### src/rtl/lcas_pkg.sv
// Package for the load cell average and scale block: widths, limits,
// configuration register codes and the structs passed between submodules.
// No dependencies.
package lcas_pkg;

  localparam int SAMPLE_W    = 24;
  localparam int SUM_W       = 32;
  localparam int COUNT_W     = 8;
  localparam int TARE_W      = 24;
  localparam int FACTOR_W    = 32;
  localparam int WEIGHT_W    = 48;
  localparam int AVG_W       = 24;
  localparam int CFG_IDX_W   = 2;
  localparam int CFG_DATA_W  = 32;

  localparam logic [COUNT_W-1:0] MAX_AVERAGE = 8'd255;

  // Shared divider: 63-bit magnitude dividend, 32-bit magnitude divisor
  localparam int DVD_W  = 63;
  localparam int DVS_W  = 32;
  localparam int STEP_W = 6;
  localparam logic [STEP_W-1:0] AVG_STEPS = 6'd32;
  localparam logic [STEP_W-1:0] WT_STEPS  = 6'd63;

  localparam int QUEUE_DEPTH = 2;

  localparam logic signed [WEIGHT_W-1:0] WEIGHT_MAX = {1'b0, {(WEIGHT_W-1){1'b1}}};
  localparam logic signed [WEIGHT_W-1:0] WEIGHT_MIN = {1'b1, {(WEIGHT_W-1){1'b0}}};

  typedef enum logic [CFG_IDX_W-1:0] {
    REG_AVERAGE_COUNT  = 2'd0,
    REG_TARE_OFFSET    = 2'd1,
    REG_SCALE_FACTOR   = 2'd2,
    REG_ALLOW_NEGATIVE = 2'd3
  } lcas_reg_t;

  typedef struct packed {
    logic [COUNT_W-1:0]         average_count;
    logic signed [TARE_W-1:0]   tare_offset;
    logic signed [FACTOR_W-1:0] scale_factor;
    logic                       allow_negative;
  } lcas_cfg_t;

  // One finished accumulation, waiting for the back end
  typedef struct packed {
    logic [SUM_W-1:0]   sum;
    logic [COUNT_W-1:0] count;
  } lcas_job_t;

  typedef struct packed {
    logic               start;
    logic [STEP_W-1:0]  steps;
    logic [DVD_W-1:0]   dividend;
    logic [DVS_W-1:0]   divisor;
  } lcas_div_req_t;

  typedef struct packed {
    logic               done;
    logic [DVD_W-1:0]   quotient;
  } lcas_div_rsp_t;

endpackage

### src/rtl/lcas_if.sv
// Handshake channels of the load cell block: raw samples in, weights out.
// Depends on lcas_pkg for field widths.
interface lcas_sample_if import lcas_pkg::*; ();
  logic                valid;
  logic                ready;
  logic [SAMPLE_W-1:0] raw_sample;

  modport source (output valid, output raw_sample, input ready);
  modport sink   (input valid, input raw_sample, output ready);
endinterface

interface lcas_result_if import lcas_pkg::*; ();
  logic                       valid;
  logic                       ready;
  logic signed [WEIGHT_W-1:0] weight;
  logic signed [AVG_W-1:0]    average_reading;
  logic                       saturated;
  logic                       factor_zero;

  modport source (output valid, output weight, output average_reading,
                  output saturated, output factor_zero, input ready);
  modport sink   (input valid, input weight, input average_reading,
                  input saturated, input factor_zero, output ready);
endinterface

### src/rtl/lcas_front.sv
// Front end: takes raw samples, sign-extends and accumulates them, and hands
// a finished sum with its count to the job queue. Depends on lcas_pkg, lcas_if.
module lcas_front import lcas_pkg::*; #(
  parameter int SAMPLE_BITS = 24
) (
  input  logic               clk,
  input  logic               rst,
  input  logic [COUNT_W-1:0] eff_count,
  lcas_sample_if.sink        samples,
  input  logic               q_full,
  output logic               push,
  output lcas_job_t          push_job
);

  logic [SUM_W-1:0]   running_sum;
  logic [COUNT_W-1:0] samples_taken;
  logic [SUM_W-1:0]   sample_ext;
  logic [SUM_W-1:0]   sum_next;
  logic [COUNT_W:0]   taken_next;
  logic               accept;
  logic               last;

  assign samples.ready = !q_full;
  assign accept        = samples.valid && samples.ready;

  assign sample_ext = {{(SUM_W-SAMPLE_BITS){samples.raw_sample[SAMPLE_BITS-1]}},
                       samples.raw_sample[SAMPLE_BITS-1:0]};
  assign sum_next   = running_sum + sample_ext;
  assign taken_next = {1'b0, samples_taken} + 1'b1;
  // a lowered count mid-average closes the batch at once
  assign last       = taken_next >= {1'b0, eff_count};

  assign push           = accept && last;
  assign push_job.sum   = sum_next;
  assign push_job.count = eff_count;

  always_ff @(posedge clk) begin
    if (rst) begin
      running_sum   <= '0;
      samples_taken <= '0;
    end else if (accept) begin
      if (last) begin
        running_sum   <= '0;
        samples_taken <= '0;
      end else begin
        running_sum   <= sum_next;
        samples_taken <= taken_next[COUNT_W-1:0];
      end
    end
  end

endmodule

### src/rtl/lcas_queue.sv
// Short job queue between the accumulating front end and the scaling back end.
// Depends on lcas_pkg for the job type and depth.
module lcas_queue import lcas_pkg::*; (
  input  logic      clk,
  input  logic      rst,
  input  logic      push,
  input  lcas_job_t push_job,
  output logic      full,
  input  logic      pop,
  output lcas_job_t pop_job,
  output logic      empty
);

  localparam int PTR_W  = (QUEUE_DEPTH > 1) ? $clog2(QUEUE_DEPTH) : 1;
  localparam int FILL_W = $clog2(QUEUE_DEPTH + 1);

  lcas_job_t         mem [QUEUE_DEPTH];
  logic [PTR_W-1:0]  wr_ptr;
  logic [PTR_W-1:0]  rd_ptr;
  logic [FILL_W-1:0] fill;

  assign full    = fill == FILL_W'(QUEUE_DEPTH);
  assign empty   = fill == '0;
  assign pop_job = mem[rd_ptr];

  always_ff @(posedge clk) begin
    if (push) begin
      mem[wr_ptr] <= push_job;
    end
  end

  always_ff @(posedge clk) begin
    if (rst) begin
      wr_ptr <= '0;
      rd_ptr <= '0;
      fill   <= '0;
    end else begin
      if (push) begin
        wr_ptr <= (wr_ptr == PTR_W'(QUEUE_DEPTH - 1)) ? '0 : wr_ptr + 1'b1;
      end
      if (pop) begin
        rd_ptr <= (rd_ptr == PTR_W'(QUEUE_DEPTH - 1)) ? '0 : rd_ptr + 1'b1;
      end
      if (push && !pop) begin
        fill <= fill + 1'b1;
      end else if (pop && !push) begin
        fill <= fill - 1'b1;
      end
    end
  end

endmodule

### src/rtl/lcas_div.sv
// Shared restoring divider, one quotient bit per cycle, unsigned magnitudes.
// The dividend is left aligned so that req.steps bits give the full quotient.
// Depends on lcas_pkg.
module lcas_div import lcas_pkg::*; (
  input  logic          clk,
  input  logic          rst,
  input  lcas_div_req_t req,
  output lcas_div_rsp_t rsp
);

  logic [DVS_W-1:0]  rem;
  logic [DVD_W-1:0]  dvd;
  logic [DVS_W-1:0]  divisor;
  logic [STEP_W-1:0] cnt;
  logic              busy;
  logic              done;
  logic [DVS_W:0]    partial;
  logic [DVS_W:0]    trial;
  logic              take;

  assign partial = {rem, dvd[DVD_W-1]};
  assign trial   = partial - {1'b0, divisor};
  assign take    = partial >= {1'b0, divisor};

  assign rsp.done     = done;
  assign rsp.quotient = dvd;

  always_ff @(posedge clk) begin
    if (rst) begin
      busy <= 1'b0;
      done <= 1'b0;
      cnt  <= '0;
    end else begin
      done <= !req.start && busy && (cnt == STEP_W'(1));
      if (req.start) begin
        busy <= 1'b1;
        cnt  <= req.steps;
      end else if (busy) begin
        cnt <= cnt - 1'b1;
        if (cnt == STEP_W'(1)) begin
          busy <= 1'b0;
        end
      end
    end
  end

  // quotient bits shift in from the bottom as dividend bits leave the top
  always_ff @(posedge clk) begin
    if (req.start) begin
      rem     <= '0;
      dvd     <= req.dividend;
      divisor <= req.divisor;
    end else if (busy) begin
      rem <= take ? trial[DVS_W-1:0] : partial[DVS_W-1:0];
      dvd <= {dvd[DVD_W-2:0], take};
    end
  end

endmodule

### src/rtl/lcas_back.sv
// Back end: takes one job from the queue, divides the sum by the count,
// applies tare and clamp, divides by the scale factor unless it is zero, saturates
// and holds the result in the output register. Depends on lcas_pkg, lcas_if, lcas_div.
module lcas_back import lcas_pkg::*; (
  input  logic          clk,
  input  logic          rst,
  input  lcas_cfg_t     cfg,
  input  logic          q_empty,
  input  lcas_job_t     pop_job,
  output logic          pop,
  lcas_result_if.source results
);

  typedef enum logic [1:0] {ST_IDLE, ST_AVG, ST_WT, ST_OUT} state_t;

  state_t                     state;
  lcas_div_req_t              div_req;
  lcas_div_rsp_t              div_rsp;
  logic                       sum_neg;
  logic                       wt_neg;
  logic signed [WEIGHT_W-1:0] res_weight;
  logic signed [AVG_W-1:0]    res_avg;
  logic                       res_sat;
  logic                       res_fz;

  logic [SUM_W-1:0]           sum_mag;
  logic [SUM_W-1:0]           avg_mag;
  logic signed [SUM_W:0]      avg;
  logic signed [SUM_W+1:0]    diff;
  logic signed [SUM_W+1:0]    diff_c;
  logic [SUM_W+1:0]           diff_mag;
  logic [FACTOR_W-1:0]        factor_mag;
  logic [DVD_W-1:0]           q;

  lcas_div u_div (
    .clk (clk),
    .rst (rst),
    .req (div_req),
    .rsp (div_rsp)
  );

  assign pop = (state == ST_IDLE) && !q_empty;

  assign sum_mag = pop_job.sum[SUM_W-1] ? (~pop_job.sum + 1'b1) : pop_job.sum;
  assign avg_mag = div_rsp.quotient[SUM_W-1:0];
  assign avg     = sum_neg ? -$signed({1'b0, avg_mag}) : $signed({1'b0, avg_mag});
  assign diff    = (SUM_W+2)'(avg) - (SUM_W+2)'(cfg.tare_offset);
  assign diff_c  = (!cfg.allow_negative && diff[SUM_W+1]) ? '0 : diff;
  assign diff_mag = diff_c[SUM_W+1] ? (~diff_c + 1'b1) : diff_c;
  assign factor_mag = cfg.scale_factor[FACTOR_W-1] ? (~cfg.scale_factor + 1'b1)
                                                   : cfg.scale_factor;
  assign q = div_rsp.quotient;

  always_ff @(posedge clk) begin
    if (rst) begin
      state           <= ST_IDLE;
      div_req.start   <= 1'b0;
      results.valid   <= 1'b0;
    end else begin
      // ST_OUT drives valid itself
      if (results.valid && results.ready && state != ST_OUT) begin
        results.valid <= 1'b0;
      end
      unique case (state)
        ST_IDLE: begin
          div_req.start <= !q_empty;
          if (!q_empty) begin
            sum_neg          <= pop_job.sum[SUM_W-1];
            div_req.steps    <= AVG_STEPS;
            div_req.dividend <= {sum_mag, (DVD_W-SUM_W)'(0)};
            div_req.divisor  <= DVS_W'(pop_job.count);
            state            <= ST_AVG;
          end
        end
        ST_AVG: begin
          div_req.start <= div_rsp.done && (cfg.scale_factor != '0);
          if (div_rsp.done) begin
            res_avg <= avg[AVG_W-1:0];
            res_sat <= 1'b0;
            wt_neg  <= diff_c[SUM_W+1] ^ cfg.scale_factor[FACTOR_W-1];
            if (cfg.scale_factor == '0) begin
              res_weight <= '0;
              res_fz     <= 1'b1;
              state      <= ST_OUT;
            end else begin
              res_fz           <= 1'b0;
              div_req.steps    <= WT_STEPS;
              // |diff| stays below 2^31, so diff * 2^32 fits the dividend
              div_req.dividend <= {diff_mag[DVD_W-SUM_W-1:0], SUM_W'(0)};
              div_req.divisor  <= factor_mag;
              state            <= ST_WT;
            end
          end
        end
        ST_WT: begin
          div_req.start <= 1'b0;
          if (div_rsp.done) begin
            if (!wt_neg) begin
              if (q > {(DVD_W-WEIGHT_W)'(0), WEIGHT_MAX}) begin
                res_weight <= WEIGHT_MAX;
                res_sat    <= 1'b1;
              end else begin
                res_weight <= q[WEIGHT_W-1:0];
              end
            end else begin
              if (q > {(DVD_W-WEIGHT_W)'(0), WEIGHT_MIN}) begin
                res_weight <= WEIGHT_MIN;
                res_sat    <= 1'b1;
              end else begin
                res_weight <= -$signed(q[WEIGHT_W-1:0]);
              end
            end
            state <= ST_OUT;
          end
        end
        ST_OUT: begin
          div_req.start <= 1'b0;
          // wait for the output register to free up
          if (!results.valid || results.ready) begin
            results.valid           <= 1'b1;
            results.weight          <= res_weight;
            results.average_reading <= res_avg;
            results.saturated       <= res_sat;
            results.factor_zero     <= res_fz;
            state                   <= ST_IDLE;
          end
        end
        default: begin
          div_req.start <= 1'b0;
          state         <= ST_IDLE;
        end
      endcase
    end
  end

endmodule

### src/rtl/load_cell_average_and_scale_core.sv
// Load cell average and scale core. Raw 24-bit converter words are taken one
// per cycle while the two-entry job queue has room; every average_count words
// the accumulated sum becomes a job, and the back end turns it into one weight
// result. The back end works each job through the shared one-bit-per-cycle
// divider: 32 steps for the average, then 63 steps for the division by the
// scale factor (skipped when the factor is zero). The finished result sits
// in an output register, so the back end starts on the next job while it
// waits to be taken.
// Depends on lcas_pkg, lcas_if, lcas_front, lcas_queue, lcas_div, lcas_back.
module load_cell_average_and_scale_core import lcas_pkg::*; #(
  parameter int SAMPLE_BITS = 24
) (
  input  logic                  clk,
  input  logic                  rst,
  input  logic                  cfg_we,
  input  logic [CFG_IDX_W-1:0]  cfg_index,
  input  logic [CFG_DATA_W-1:0] cfg_wdata,
  lcas_sample_if.sink           samples,
  lcas_result_if.source         results
);

  lcas_cfg_t          cfg;
  logic [COUNT_W-1:0] eff_count;
  logic               push;
  lcas_job_t          push_job;
  logic               q_full;
  logic               q_empty;
  logic               pop;
  lcas_job_t          pop_job;

  always_ff @(posedge clk) begin
    if (rst) begin
      cfg.average_count  <= COUNT_W'(1);
      cfg.tare_offset    <= '0;
      cfg.scale_factor   <= FACTOR_W'(65536);
      cfg.allow_negative <= 1'b0;
    end else if (cfg_we) begin
      unique case (lcas_reg_t'(cfg_index))
        REG_AVERAGE_COUNT:  cfg.average_count  <= cfg_wdata[COUNT_W-1:0];
        REG_TARE_OFFSET:    cfg.tare_offset    <= cfg_wdata[TARE_W-1:0];
        REG_SCALE_FACTOR:   cfg.scale_factor   <= cfg_wdata[FACTOR_W-1:0];
        REG_ALLOW_NEGATIVE: cfg.allow_negative <= cfg_wdata[0];
        default: ;
      endcase
    end
  end

  // a count of zero acts as one; clamp to the supported maximum
  always_comb begin
    eff_count = cfg.average_count;
    if (eff_count == '0) begin
      eff_count = COUNT_W'(1);
    end else if (eff_count > MAX_AVERAGE) begin
      eff_count = MAX_AVERAGE;
    end
  end

  lcas_front #(.SAMPLE_BITS(SAMPLE_BITS)) u_front (
    .clk       (clk),
    .rst       (rst),
    .eff_count (eff_count),
    .samples   (samples),
    .q_full    (q_full),
    .push      (push),
    .push_job  (push_job)
  );

  lcas_queue u_queue (
    .clk      (clk),
    .rst      (rst),
    .push     (push),
    .push_job (push_job),
    .full     (q_full),
    .pop      (pop),
    .pop_job  (pop_job),
    .empty    (q_empty)
  );

  lcas_back u_back (
    .clk     (clk),
    .rst     (rst),
    .cfg     (cfg),
    .q_empty (q_empty),
    .pop_job (pop_job),
    .pop     (pop),
    .results (results)
  );

endmodule

### src/flat_wrapper.sv
// flat-port wrapper written by rule: the top's interface ports become plain ports
module load_cell_average_and_scale_core_flat import lcas_pkg::*;
#(
  parameter int SAMPLE_BITS = 24
)
  (clk, rst, cfg_we, cfg_index, cfg_wdata, samples_valid, samples_raw_sample, samples_ready, results_valid, results_weight, results_average_reading, results_saturated, results_factor_zero, results_ready);
  lcas_sample_if samples_i ();
  lcas_result_if results_i ();
  input  logic clk;
  input  logic rst;
  input  logic cfg_we;
  input  logic [CFG_IDX_W-1:0] cfg_index;
  input  logic [CFG_DATA_W-1:0] cfg_wdata;
  input wire logic [$bits(samples_i.valid)-1:0] samples_valid;
  input wire logic [$bits(samples_i.raw_sample)-1:0] samples_raw_sample;
  output wire logic [$bits(samples_i.ready)-1:0] samples_ready;
  output wire logic [$bits(results_i.valid)-1:0] results_valid;
  output wire logic [$bits(results_i.weight)-1:0] results_weight;
  output wire logic [$bits(results_i.average_reading)-1:0] results_average_reading;
  output wire logic [$bits(results_i.saturated)-1:0] results_saturated;
  output wire logic [$bits(results_i.factor_zero)-1:0] results_factor_zero;
  input wire logic [$bits(results_i.ready)-1:0] results_ready;
  assign samples_i.valid = samples_valid;
  assign samples_i.raw_sample = samples_raw_sample;
  assign samples_ready = samples_i.ready;
  assign results_valid = results_i.valid;
  assign results_weight = results_i.weight;
  assign results_average_reading = results_i.average_reading;
  assign results_saturated = results_i.saturated;
  assign results_factor_zero = results_i.factor_zero;
  assign results_i.ready = results_ready;
  load_cell_average_and_scale_core #(.SAMPLE_BITS(SAMPLE_BITS)) u_core (.clk(clk), .rst(rst), .cfg_we(cfg_we), .cfg_index(cfg_index), .cfg_wdata(cfg_wdata), .samples(samples_i), .results(results_i));
endmodule
### config.mk
export PLATFORM = sky130hd
export DESIGN_NAME = load_cell_average_and_scale_core_flat
export DESIGN_NICKNAME = d
export VERILOG_FILES = /design/src/rtl/lcas_pkg.sv /design/src/rtl/lcas_if.sv /design/src/rtl/lcas_front.sv /design/src/rtl/lcas_queue.sv /design/src/rtl/lcas_div.sv /design/src/rtl/lcas_back.sv /design/src/rtl/load_cell_average_and_scale_core.sv /design/src/flat_wrapper.sv
export SDC_FILE = /design/constraint.sdc
export NUM_CORES = 1
export LEC_CHECK = 0
export BUFFER_PORTS_ARGS = -buffer_cell sky130_fd_sc_hd__buf_2
export CAP_MARGIN = 10
export CORE_ASPECT_RATIO = 1.75
export CORE_UTILIZATION = 48
export CTS_BUF_LIST = sky130_fd_sc_hd__clkbuf_16
export DETAILED_ROUTE_END_ITERATION = 10
export REMOVE_ABC_BUFFERS = 1
export SLEW_MARGIN = 20
export SYNTH_ARGS = -nofsm -noshare
export SYNTH_HDL_FRONTEND = slang
export SYNTH_SLANG_ARGS = --single-unit
### constraint.sdc
create_clock -name clk -period 9.2 [get_ports clk]
set_input_delay 0.92 -clock clk [delete_from_list [all_inputs] [get_ports clk]]
set_output_delay 0.92 -clock clk [all_outputs]
set_load 0.005 [all_outputs]
==> reports/results.tsv <==
metric	value	unit
status	finished, final reports clean	
end_kind	flip-flop	
dp_hpwl	57800	um
synth_top_family_by_area	simple AND/OR/NAND/NOR gates	
postSynthAreaPerCell	10.0	um2
synth_ff_type	edfxtp_1	
postRouteAntennaNets	0	
grt_first_pass_wirelength	121000	um
numCtsBuffers	52	
multi_input_area	0.0137	mm2
area_growth	11.0	%
crit_fanout	16	
cts_tree	built	
seq_area	0.0148	mm2
reg2reg_from	u_core.u_back.u_div.dvd[0]$_SDFFCE_PP0P_	
fillers	5499	
seq_area_frac_synth	0.502	
drive_gt1_frac	0.110	
cts_setup_buffers	0	
drt-initial-drc-count	1313	
hold_class	reg2reg	
worst_pin_slew	1.05	ns
min_to	u_core.u_back.results.weight[41]$_DFFE_PP_	
synth_top_area_share	0.398	
die_area	0.0624	mm2
r2r-end	u_core.u_back.div_req[94]$_DFFE_PP_	
grt_max_degree	75	
leakagePower	12.0	nW
hold_viol	0	
ctsResizeCount	0	
numClockSinks	544	
synthTopCellsByArea	edfxtp_1 (40%), dfxtp_1 (10%), ha_1 (5.0%)	
post_drt_via_cell_ratio	5.75	
ios	139	
drv_cap	0	
ys_ff_latch	544	
gr-usage-all-layers	0.249	
via_count	22114	
die_h	330	um
synth-compound-area-share	0.157	
powerDensity	328	mW/mm2
fmax	132	MHz
path_clk_slew	0.06	ns
finClkSkew	0.0282	ns
final_area	0.0327	mm2
drc_errors	0	
period_needed	7.58	ns
initial_utilization	0.487	
mostFrequentLayoutCells	edfxtp_1 (390), nand2_1 (320), a21oi_1 (285)	
ff2ff_setup_slack	1.62	ns
grt_overflow	0	
wl	77000	um
globalplace.congestion	0.943	
final_util	0.541	
clk-insertion-delay-late	0.63	ns
yosys_warnings	0	
dr.pass1.iters	5	
antenna_found_initial	2	
whs_path_depth	0	
core-area	0.0605	mm2
async_flop_share	0	
synth_area_leader_cell	edfxtp_1	
final_common_cell	edfxtp_1	
critPathRequiredTime	9.55	ns
dieWidth	189	um
grt_pass1_vias	21908	
cp_data_arrival_time	7.93	ns
synth-simple-area-share	0.160	
total_power	0.0107	W
final_nets	3198	
rsz0062_at_grt	false	
vdd_drop_max	0.176	mV
startpoint_type	flip-flop	
rows	119	
min-delay-start	u_core.u_back.res_weight[41]$_SDFFCE_PN0P_	
reg2reg_depth	26	
setup_violations	0	
netlist_area	0.0295	mm2
period_share	0.824	
post_dp_cell_area	0.0308	mm2
hold_buffers	0	
synth_xor_area_frac	0.0541	
synth_edf_count	390	
wl_per_cell	20.0	um
crit_type	reg2reg	
io_buffer_count	138	
slew_headroom	0.296	
cts_buffer_depth	3	
synthAdderAreaFrac	0.0517	
setup_tns	0	ns
htree_levels	2	
syn_inst	2946	
slew_viol_final	0	
cts-root-buf	clkbuf_16	
synth.mux.area_fraction	0.0393	
synth.distinct_cells	93	
==> worst max-delay path, cell delays in order, from the launching register on <==
cell and delay [ns]:
edfxtp_1 0.46, inv_1 0.18, ha_1 0.24, or3b_1 0.47, nor4b_2 0.64, and3_1 0.45
nand4_1 0.26, or3_1 0.43, nand2_1 0.10, xnor2_1 0.12, ha_1 0.30, a21o_1 0.24
a21o_1 0.19, a21oi_1 0.23, o21ai_0 0.16, nor2b_1 0.19, o31a_1 0.53, nand2b_1 0.21
ha_1 0.20, nand2_1 0.10, a21oi_1 0.19, and3_1 0.25, nor3b_2 0.45, nand2_1 0.14
o31ai_1 0.32, xnor2_1 0.16, mux2i_1 0.09
==> logic make-up (layout without fill, tap and decap cells) <==
logic type | Yosys count | in the layout
buffers and inverters | 278 | 391
other | 0 | 1
multiplexers | 111 | 111
AND/OR/NAND/NOR | 979 | 979
XOR/XNOR | 181 | 181
adder cells (fa/ha/maj) | 120 | 120
flip-flops | 544 | 544
AO/OA/AOI/OAI | 733 | 733
==> final cells by class <==
| type | instances | area share |
|---|---|---|
| Antenna cell | 1 | 0.0000766 |
| Clock inverter | 46 | 0.0161 |
| Clock buffer | 52 | 0.0398 |
| Timing Repair Buffer | 172 | 0.0291 |
| Inverter | 121 | 0.0139 |
| Multi-Input combinational cell | 2124 | 0.418 |
| Sequential cell | 544 | 0.453 |
| Tap cell | 786 | 0.0301 |
==> through the flow <==
step	hold slack, ns	worst slack (ns)	instances
CTS	0.400	1.68	3844
floorplan	0.400	1.22	2789
finish	0.405	1.62	3846
detailed placement	0.405	1.72	3746
global placement	0.400	1.83	3746
global route	0.412	1.15	3846
==> power by group <==
group / total, W / internal [W] / switching (W)
clock: 0.00229 / 0.00130 / 0.000988
sequential: 0.00378 / 0.00335 / 0.000434
combinational: 0.00464 / 0.00172 / 0.00292
==> registers in the layout, indices dropped and copies added, names as in the netlist, 6 cells and up, named ones only <==
signal                                 flops
u_core.u_back.div_req                     66
u_core.u_front.running_sum                32
u_core.u_queue.mem                        80
u_core.u_back.res_avg                     24
u_core.u_front.samples_taken               8
u_core.cfg                                65
u_core.u_back.res_weight                  48
u_core.u_back.u_div.cnt                    6
u_core.u_back.results.weight              48
u_core.u_back.u_div.divisor               32
u_core.u_back.u_div.dvd                   63
u_core.u_back.u_div.rem                   32
u_core.u_back.results.average_reading     24
==> worst max path at each step <==
stage	from	endpoint	cells past startpoint
floorplan	u_core.u_back.state[1]$_SDFFE_PP0P_	u_core.u_back.div_req[0]$_DFFE_PP_	4
global placement	u_core.u_back.u_div.dvd[0]$_SDFFCE_PP0P_	u_core.u_back.div_req[92]$_DFFE_PP_	26
detailed placement	u_core.u_back.u_div.dvd[0]$_SDFFCE_PP0P_	u_core.u_back.div_req[94]$_DFFE_PP_	26
CTS	u_core.u_back.u_div.dvd[0]$_SDFFCE_PP0P_	u_core.u_back.div_req[94]$_DFFE_PP_	26
global route	u_core.u_back.u_div.dvd[0]$_SDFFCE_PP0P_	u_core.u_back.div_req[92]$_DFFE_PP_	26
finish	u_core.u_back.u_div.dvd[0]$_SDFFCE_PP0P_	u_core.u_back.div_req[94]$_DFFE_PP_	26
==> Yosys cell counts (11+ instances only) <==
cell type	count
a22oi_1	11
o21bai_1	14
o31ai_1	21
and2_1	43
nor2_1	228
and3_1	14
nand4_1	27
a21o_1	58
or3_1	36
ha_1	117
inv_1	118
dfxtp_1	154
mux2_2	36
a211oi_1	38
xor2_1	47
nor3_1	66
clkbuf_1	126
nor4_1	21
o211ai_1	18
a31oi_1	26
a221oi_1	12
mux2i_1	75
nand2_1	320
buf_1	16
o21a_1	42
nor2b_1	48
nand3_1	78
a21oi_1	287
buf_2	11
o21ai_0	121
nand2b_1	32
nor3b_1	13
xnor2_1	133
edfxtp_1	390
==> layer usage <==
layer	share of wire	up-vias	global-route usage
met5	0	-	0
met4	0.045	0	0.108
met3	0.035	153	0.0254
met2	0.53	511	0.469
met1	0.39	10635	0.281
li1	-	10815	-
(Power assumes the default switching activity.)
